==> src/hw/rtl/sha_pkg.sv <==
// SHA-256 package: request/response payload types, controller state enum,
// initial hash words, round constants and a rotate-right helper function.
// No dependencies.
package sha_pkg;

  typedef struct packed {
    logic [31:0] data_word;
    logic [2:0]  valid_bytes;
    logic        end_of_message;
  } sha_req_t;

  typedef struct packed {
    logic [31:0] digest_word;
    logic [2:0]  word_number;
    logic        final_word;
  } sha_rsp_t;

  typedef enum logic [2:0] {
    ST_IDLE,
    ST_COMP,
    ST_PAD,
    ST_FINISH,
    ST_OUT
  } sha_state_e;

  localparam int unsigned NumRounds = 64;
  localparam logic [7:0]  PadByte   = 8'h80;

  typedef logic [7:0][31:0] sha_hash_t;

  localparam sha_hash_t InitHash = {
    32'h5be0cd19, 32'h1f83d9ab, 32'h9b05688c, 32'h510e527f,
    32'ha54ff53a, 32'h3c6ef372, 32'hbb67ae85, 32'h6a09e667};

  localparam logic [63:0][31:0] RoundK = {
    32'hc67178f2, 32'hbef9a3f7, 32'ha4506ceb, 32'h90befffa,
    32'h8cc70208, 32'h84c87814, 32'h78a5636f, 32'h748f82ee,
    32'h682e6ff3, 32'h5b9cca4f, 32'h4ed8aa4a, 32'h391c0cb3,
    32'h34b0bcb5, 32'h2748774c, 32'h1e376c08, 32'h19a4c116,
    32'h106aa070, 32'hf40e3585, 32'hd6990624, 32'hd192e819,
    32'hc76c51a3, 32'hc24b8b70, 32'ha81a664b, 32'ha2bfe8a1,
    32'h92722c85, 32'h81c2c92e, 32'h766a0abb, 32'h650a7354,
    32'h53380d13, 32'h4d2c6dfc, 32'h2e1b2138, 32'h27b70a85,
    32'h14292967, 32'h06ca6351, 32'hd5a79147, 32'hc6e00bf3,
    32'hbf597fc7, 32'hb00327c8, 32'ha831c66d, 32'h983e5152,
    32'h76f988da, 32'h5cb0a9dc, 32'h4a7484aa, 32'h2de92c6f,
    32'h240ca1cc, 32'h0fc19dc6, 32'hefbe4786, 32'he49b69c1,
    32'hc19bf174, 32'h9bdc06a7, 32'h80deb1fe, 32'h72be5d74,
    32'h550c7dc3, 32'h243185be, 32'h12835b01, 32'hd807aa98,
    32'hab1c5ed5, 32'h923f82a4, 32'h59f111f1, 32'h3956c25b,
    32'he9b5dba5, 32'hb5c0fbcf, 32'h71374491, 32'h428a2f98};

  function automatic logic [31:0] ror(input logic [31:0] x, input int unsigned n);
    ror = (x >> n) | (x << (32 - n));
  endfunction

endpackage

==> src/hw/rtl/sha256_message_digest.sv <==
// SHA-256 top level: byte packing, padding sequencer, chain value and
// digest output register. Depends on sha_pkg and sha_round.
//
//  channel | direction | handshake            | payload
//  req     | in        | req_valid_i/req_stall_o | sha_req_t
//  rsp     | out       | rsp_valid_o/rsp_stall_i | sha_rsp_t
//
// A full word goes through accept, four byte steps, then one step back to idle.
// A word that fills the block also holds the request stalled for the 64
// rounds of the round unit (one round per cycle).
// A last word adds padding: up to 72 byte steps plus one or two
// compressions, then eight digest words, one per cycle unless stalled.
// Reset loads the initial hash words and clears the counts.
module sha256_message_digest (
  input  logic              clk_i,
  input  logic              rst_ni,
  input  logic              req_valid_i,
  output logic              req_stall_o,
  input  sha_pkg::sha_req_t req_i,
  output logic              rsp_valid_o,
  input  logic              rsp_stall_i,
  output sha_pkg::sha_rsp_t rsp_o
);
  import sha_pkg::*;

  sha_state_e state_q, state_d;
  sha_hash_t chain_q, chain_d, sum;
  logic [15:0][31:0] buf_q, buf_d;
  logic [5:0] nbytes_q, nbytes_d;
  logic [63:0] bits_q, bits_d;
  logic [31:0] word_q, word_d;
  logic [2:0] cnt_q, cnt_d;       // bytes left in word / pad byte sent flag / out index
  logic last_q, last_d;
  logic [3:0] pad_q, pad_d;       // length bytes pushed, 8 = done
  logic start, done;
  logic [7:0] byte_v;
  logic push, wrap;
  logic busy_q;
  logic req_acc;

  sha_round u_round (
    .clk_i, .rst_ni, .start_i(start), .block_i(buf_d), .chain_i(chain_q),
    .done_o(done), .sum_o(sum)
  );

  // request taken this cycle
  assign req_acc = req_valid_i && !req_stall_o;

  // byte written into buffer at nbytes_q
  always_comb begin
    buf_d = buf_q;
    if (push) buf_d[nbytes_q[5:2]][8'(3 - nbytes_q[1:0]) * 8 +: 8] = byte_v;
  end
  assign wrap = push && (nbytes_q == 6'd63);

  // next state
  always_comb begin
    state_d = state_q;
    case (state_q)
      ST_IDLE: if (req_acc) state_d = ST_COMP;
      ST_COMP:
        if (!wrap && cnt_q == 3'd0) begin
          if (pad_q == 4'd0 && !last_q) state_d = ST_IDLE;
          else state_d = last_q ? ST_PAD : ST_IDLE;
        end
      ST_PAD:    if (pad_q == 4'd8 && nbytes_q == 6'd0) state_d = ST_FINISH;
      ST_FINISH: if (done) state_d = ST_OUT;
      ST_OUT:    if (!rsp_stall_i && cnt_q == 3'd7) state_d = ST_IDLE;
      default:   state_d = ST_IDLE;
    endcase
    if (wrap) state_d = (state_q == ST_PAD && pad_q == 4'd7) ? ST_FINISH : state_q;
  end

  // datapath control; round unit stalls everything while busy
  always_comb begin
    chain_d = chain_q; nbytes_d = nbytes_q; bits_d = bits_q; word_d = word_q;
    cnt_d = cnt_q; last_d = last_q; pad_d = pad_q;
    push = 1'b0; byte_v = word_q[31:24];
    if (done) chain_d = sum;
    case (state_q)
      ST_IDLE: if (req_acc) begin
        word_d = req_i.data_word;
        last_d = req_i.end_of_message;
        cnt_d = (req_i.end_of_message && req_i.valid_bytes < 3'd4) ?
                req_i.valid_bytes : 3'd4;
        pad_d = '0;
      end
      ST_COMP: if (!busy_q && cnt_q != 3'd0) begin
        push = 1'b1; byte_v = word_q[31:24];
        word_d = word_q << 8; cnt_d = cnt_q - 3'd1;
        nbytes_d = nbytes_q + 6'd1; bits_d = bits_q + 64'd8;
      end
      ST_PAD: if (!busy_q && !(pad_q == 4'd8 && nbytes_q == 6'd0)) begin
        push = 1'b1;
        nbytes_d = nbytes_q + 6'd1;
        if (cnt_q == 3'd0) begin
          byte_v = PadByte; cnt_d = 3'd1;
        end else if (nbytes_q >= 6'd56 && (pad_q != 4'd0 ||
                     nbytes_q != 6'd56 ? 1'b1 : 1'b0) && pad_q == 4'd0 &&
                     nbytes_q != 6'd56) begin
          byte_v = 8'h00;
        end else if (nbytes_q < 6'd56) begin
          byte_v = 8'h00;
        end else begin
          byte_v = bits_q[8'(7 - pad_q[2:0]) * 8 +: 8];
          pad_d = pad_q + 4'd1;
        end
      end
      ST_OUT: if (!rsp_stall_i) begin
        cnt_d = cnt_q + 3'd1;
        if (cnt_q == 3'd7) begin
          chain_d = InitHash; nbytes_d = '0; bits_d = '0; cnt_d = '0;
        end
      end
      default: ;
    endcase
    if (state_q == ST_COMP && state_d == ST_PAD) cnt_d = '0;
    if (state_q == ST_FINISH && done) cnt_d = '0;
  end
  assign start = wrap;

  always_ff @(posedge clk_i or negedge rst_ni) begin
    if (!rst_ni) begin
      state_q <= ST_IDLE; chain_q <= InitHash; nbytes_q <= '0; bits_q <= '0;
      cnt_q <= '0; last_q <= 1'b0; pad_q <= '0; busy_q <= 1'b0;
    end else begin
      state_q <= state_d; chain_q <= chain_d; nbytes_q <= nbytes_d;
      bits_q <= bits_d; cnt_q <= cnt_d; last_q <= last_d; pad_q <= pad_d;
      busy_q <= start ? 1'b1 : (done ? 1'b0 : busy_q);
    end
  end

  always_ff @(posedge clk_i) begin
    buf_q <= buf_d;
    word_q <= word_d;
  end

  assign req_stall_o = (state_q != ST_IDLE) || busy_q;
  assign rsp_valid_o = (state_q == ST_OUT);
  assign rsp_o.digest_word = chain_q[cnt_q];
  assign rsp_o.word_number = cnt_q;
  assign rsp_o.final_word = (cnt_q == 3'd7);
endmodule

==> src/hw/rtl/sha_round.sv <==
// SHA-256 round unit: one compression round per cycle with a rolling
// 16-word message schedule. Restarts from the chain value on start.
// Depends on sha_pkg.
module sha_round (
  input  logic              clk_i,
  input  logic              rst_ni,
  input  logic              start_i,
  input  logic [15:0][31:0] block_i,
  input  sha_pkg::sha_hash_t chain_i,
  output logic              done_o,
  output sha_pkg::sha_hash_t sum_o
);
  import sha_pkg::*;

  logic [15:0][31:0] w_q, w_d;
  sha_hash_t v_q, v_d;
  logic [5:0] rnd_q, rnd_d;
  logic busy_q, busy_d;
  logic [31:0] w_new, s0, s1, t1, t2, ch, maj;

  // next schedule word and round datapath
  always_comb begin
    s0 = ror(w_q[1], 7) ^ ror(w_q[1], 18) ^ (w_q[1] >> 3);
    s1 = ror(w_q[14], 17) ^ ror(w_q[14], 19) ^ (w_q[14] >> 10);
    w_new = s1 + w_q[9] + s0 + w_q[0];
    ch = v_q[6] ^ (v_q[4] & (v_q[5] ^ v_q[6]));
    maj = (v_q[0] & v_q[1]) | (v_q[2] & (v_q[0] | v_q[1]));
    t1 = v_q[7] + (ror(v_q[4], 6) ^ ror(v_q[4], 11) ^ ror(v_q[4], 25)) + ch
         + RoundK[rnd_q] + w_q[0];
    t2 = (ror(v_q[0], 2) ^ ror(v_q[0], 13) ^ ror(v_q[0], 22)) + maj;
  end

  always_comb begin
    w_d = w_q;
    v_d = v_q;
    rnd_d = rnd_q;
    busy_d = busy_q;
    if (start_i) begin
      w_d = block_i;
      v_d = chain_i;
      rnd_d = '0;
      busy_d = 1'b1;
    end else if (busy_q) begin
      w_d = {w_new, w_q[15:1]};
      v_d = {v_q[6:4], v_q[3] + t1, v_q[2:0], t1 + t2};
      rnd_d = rnd_q + 6'd1;
      if (rnd_q == 6'(NumRounds - 1)) busy_d = 1'b0;
    end
  end

  always_ff @(posedge clk_i or negedge rst_ni) begin
    if (!rst_ni) begin
      busy_q <= 1'b0;
      rnd_q <= '0;
    end else begin
      busy_q <= busy_d;
      rnd_q <= rnd_d;
    end
  end

  always_ff @(posedge clk_i) begin
    w_q <= w_d;
    v_q <= v_d;
  end

  assign done_o = busy_q && !busy_d;
  always_comb begin
    for (int i = 0; i < 8; i++) sum_o[i] = chain_i[i] + v_d[i];
  end
endmodule

==> config.mk <==
export PLATFORM = sky130hd
export DESIGN_NAME = sha256_message_digest
export DESIGN_NICKNAME = d
export VERILOG_FILES = /design/src/hw/rtl/sha_pkg.sv /design/src/hw/rtl/sha256_message_digest.sv /design/src/hw/rtl/sha_round.sv
export SDC_FILE = /design/constraint.sdc
export NUM_CORES = 2
export LEC_CHECK = 0
export BUFFER_PORTS_ARGS = -buffer_cell sky130_fd_sc_hd__buf_2
export CAP_MARGIN = 20
export CORE_ASPECT_RATIO = 2
export CORE_MARGIN = 1
export CORE_UTILIZATION = 64
export DETAILED_ROUTE_END_ITERATION = 10
export HOLD_SLACK_MARGIN = 0.05
export PLACE_DENSITY_LB_ADDON = 0.12
export SLEW_MARGIN = 15
export SYNTH_ARGS = -nofsm -noshare
export SYNTH_HDL_FRONTEND = slang
export SYNTH_HIERARCHICAL = 1
export SYNTH_SLANG_ARGS = --single-unit
==> constraint.sdc <==
create_clock -name clk_i -period 31.3 [get_ports clk_i]
set_input_delay 1.565 -clock clk_i [delete_from_list [all_inputs] [get_ports clk_i]]
set_output_delay 1.565 -clock clk_i [all_outputs]
set_load 0.02 [all_outputs]
==> results.sh <==
export IMPL_ff_latch_area_mm2=0.0405
export IMPL_cts_root_buf="clkbuf_16"
export IMPL_cts_buffers_inserted=155
export IMPL_cts_repair_resized=0
export IMPL_wl_per_cell_um=32.0
export IMPL_fp_dieW_um=275
export IMPL_fillers=10938
export IMPL_drcViolationCount=0
export IMPL_clk_path_buf_depth=4
export IMPL_layout_drive_gt1_share_pct=14.7
export IMPL_ys_types=124
export IMPL_coreArea_mm2=0.148
export IMPL_criticalPathCategory="flop to flop"
export IMPL_die_h_um=549
export IMPL_syn_inst=9432
export IMPL_syn_area_mm2=0.0957
export IMPL_grt_pass1_vias=78640
export IMPL_place_ws_ns=18.88
export IMPL_critPathRequiredTime_ns=32.03
export IMPL_die_area_mm2=0.151
export IMPL_multi_input_area_mm2=0.0517
export IMPL_gp_congestion=1.09
export IMPL_grt_overflow_total=0
export IMPL_final_cell_mix="nand2_1, o21ai_0, dfxtp_1"
export IMPL_ios=78
export IMPL_clk_latency_ns=0.83
export IMPL_wl_mm=364
export IMPL_nets=9943
export IMPL_crit_arrival_ns=13.72
export IMPL_area_growth_syn_to_layout_pct=7.56
export IMPL_dr_pass1_iters=9
export IMPL_avgSynthCellArea_um2=10.1
export IMPL_fin_crit_ns=12.99
export IMPL_synth_area_leader_cell="edfxtp_1"
export IMPL_post_cts_buffers=0
export IMPL_timing_max_cap_violations=0
export IMPL_synthFlopType="dfxtp_1"
export IMPL_yosys_top_cells_area="edfxtp_1, dfxtp_1, mux2_2, o21ai_0, dfrtp_1"
export IMPL_period_share_pct=41.5
export IMPL_timing_fmax_mhz=77.0
export IMPL_first_iter_violations=7545
export IMPL_critPathSlowestCell="o311ai_0"
export IMPL_rsz0062_at_grt="no"
export IMPL_startpoint_type="flop"
export IMPL_cts_tree="built"
export IMPL_grt_pass1_wl_mm=526
export IMPL_synth_edff_count=544
export IMPL_htreeDepth=4
export IMPL_grtUsageTotal_pct=48.3
export IMPL_postSynthNetCount=10071
export IMPL_slew_headroom_pct=8.09
export IMPL_yosysWarnings=6
export IMPL_synth_top_area_share_pct=17.1
export IMPL_cts_hold_fix_buffers=0
export IMPL_rrSetupSlack_ns=18.31
export IMPL_clk_pin_slew_ns=0.07
export IMPL_status="finished clean"
export IMPL_place_hpwl_mm=265
export IMPL_report_final_setup_viol=0
export IMPL_synth_seq_cells=1654
export IMPL_ys_seq_area_share_pct=42.3
export IMPL_worst_clock_skew_ns=0.0706
export IMPL_start_util_pct=64.5
export IMPL_drv_slew=0
export IMPL_whs_ns=0.445
export IMPL_vias_per_cell=6.78
export IMPL_hp_class="flop to flop"
export IMPL_synthArstFlopShare_pct=20.7
export IMPL_final_cell_area_mm2=0.103
export IMPL_cts_sinks=1654
export IMPL_finalHoldViolCount=0
export IMPL_grt_max_degree=196
export IMPL_fin_ws_ns=18.31
export IMPL_dpl_cell_area_mm2=0.0977
export IMPL_final_antenna_net_count=0
export IMPL_setup_tns_ns=0
export IMPL_rows=200
export IMPL_final_common_cell="nand2_1"
export IMPL_end_kind="flop"
export IMPL_numPortBuffers=77
export IMPL_num_vias=77011
export IMPL_antenna_found_initial=13
export IMPL_crit_path_max_incr_delay_ns=0.92
export IMPL_worst_path_max_fanout=15
export IMPL_max_slew_worst_pin_slew_ns=1.36
==> area by class of cell <==
type	instances	share of cell area, %
Multi-Input combinational cell	6817	50.2
Sequential cell	1654	39.3
Clock buffer	209	4.20
Tap cell	1919	2.33
Inverter	443	1.62
Antenna cell	14	0.0340
Timing Repair Buffer	233	1.61
Clock inverter	68	0.691
==> state kept, by name, summed over array words and instances, names as in the netlist, 6 cells and up <==
register       cells
nbytes_q           6
bits_q            61
u_round/v_q      256
buf_q            512
u_round/w_q      512
chain_q          256
word_q            32
u_round/rnd_q      6
==> cell usage after synthesis (50+ instances only) <==
library cell	instances
xor2_1	182
a21o_1	169
nand4_1	78
nor3_1	75
o21ai_0	1039
fa_1	195
o21a_1	65
clkbuf_1	381
a31oi_1	56
dfstp_2	136
nand2b_1	70
o211ai_1	61
edfxtp_1	544
mux4_2	81
xnor2_1	402
nand3_1	102
nor2b_1	75
o31ai_1	50
a21oi_1	383
dfxtp_1	768
dfrtp_1	206
ha_1	404
nor2_1	436
mux2_2	553
mux2i_1	494
inv_1	438
nand2_1	1178
==> worst max-delay path: cells and delay by family, from the launching register on <==
family                     cells  cell delay, ns
AOI/OAI and AO/OA             16            5.47
adders and majority gates      8            3.82
and+or+nand+nor                8            1.75
xor gates and xnor gates       3            0.61
buffers and inverters          2            0.49
muxes                          2            0.37
DFF                            1            0.36
==> per-stage QoR <==
step | cells | util [%]
final | 11357 | 69.4
after global routing | 11345 | 69.3
after CTS | 11335 | 69.3
after detailed placement | 11058 | 65.9
after global placement | 11054 | 65.8
after floorplan | 9432 | -
==> worst paths after layout <==
| check | to | startpoint | cells past startpoint |
|---|---|---|---|
| max in group asynchronous | u_round/busy_q | rst_ni | 3 |
| min in group asynchronous | chain_q[124] | rst_ni | 1 |
| hold / removal | buf_q[256] | buf_q[256] | 2 |
| setup / recovery | chain_q[158] | u_round/rnd_q[1] | 39 |
| setup reg to reg | chain_q[158] | u_round/rnd_q[1] | 39 |
| hold reg to reg | buf_q[256] | buf_q[256] | 2 |
==> per-layer routing <==
layer / track usage, % / up-vias / part of all wire, %
met3: 11.0 / 2012 / 6.8
li1: - / 33295 / -
met2: 81.4 / 4280 / 49
met1: 43.0 / 37420 / 29
met4: 59.4 / 4 / 16
met5: 0 / - / 0.0060
==> logic make-up (layout without fill, tap and decap cells) <==
family | after synthesis | in the layout | synth area share (%)
AO/OA/AOI/OAI | 2219 | 2219 | 14.4
XOR/XNOR | 588 | 588 | 5.44
adder cells (fa/ha/maj) | 604 | 604 | 9.41
buffers and inverters | 961 | 953 | 4.01
flip-flops | 1654 | 1654 | 42.3
multiplexers | 1128 | 1128 | 13.6
other | 0 | 14 | 0
AND/OR/NAND/NOR | 2278 | 2278 | 10.8
Power is left out: the tool's default activity adds up to more than one toggle a clock period on the data nets, which glitch-free logic cannot reach.
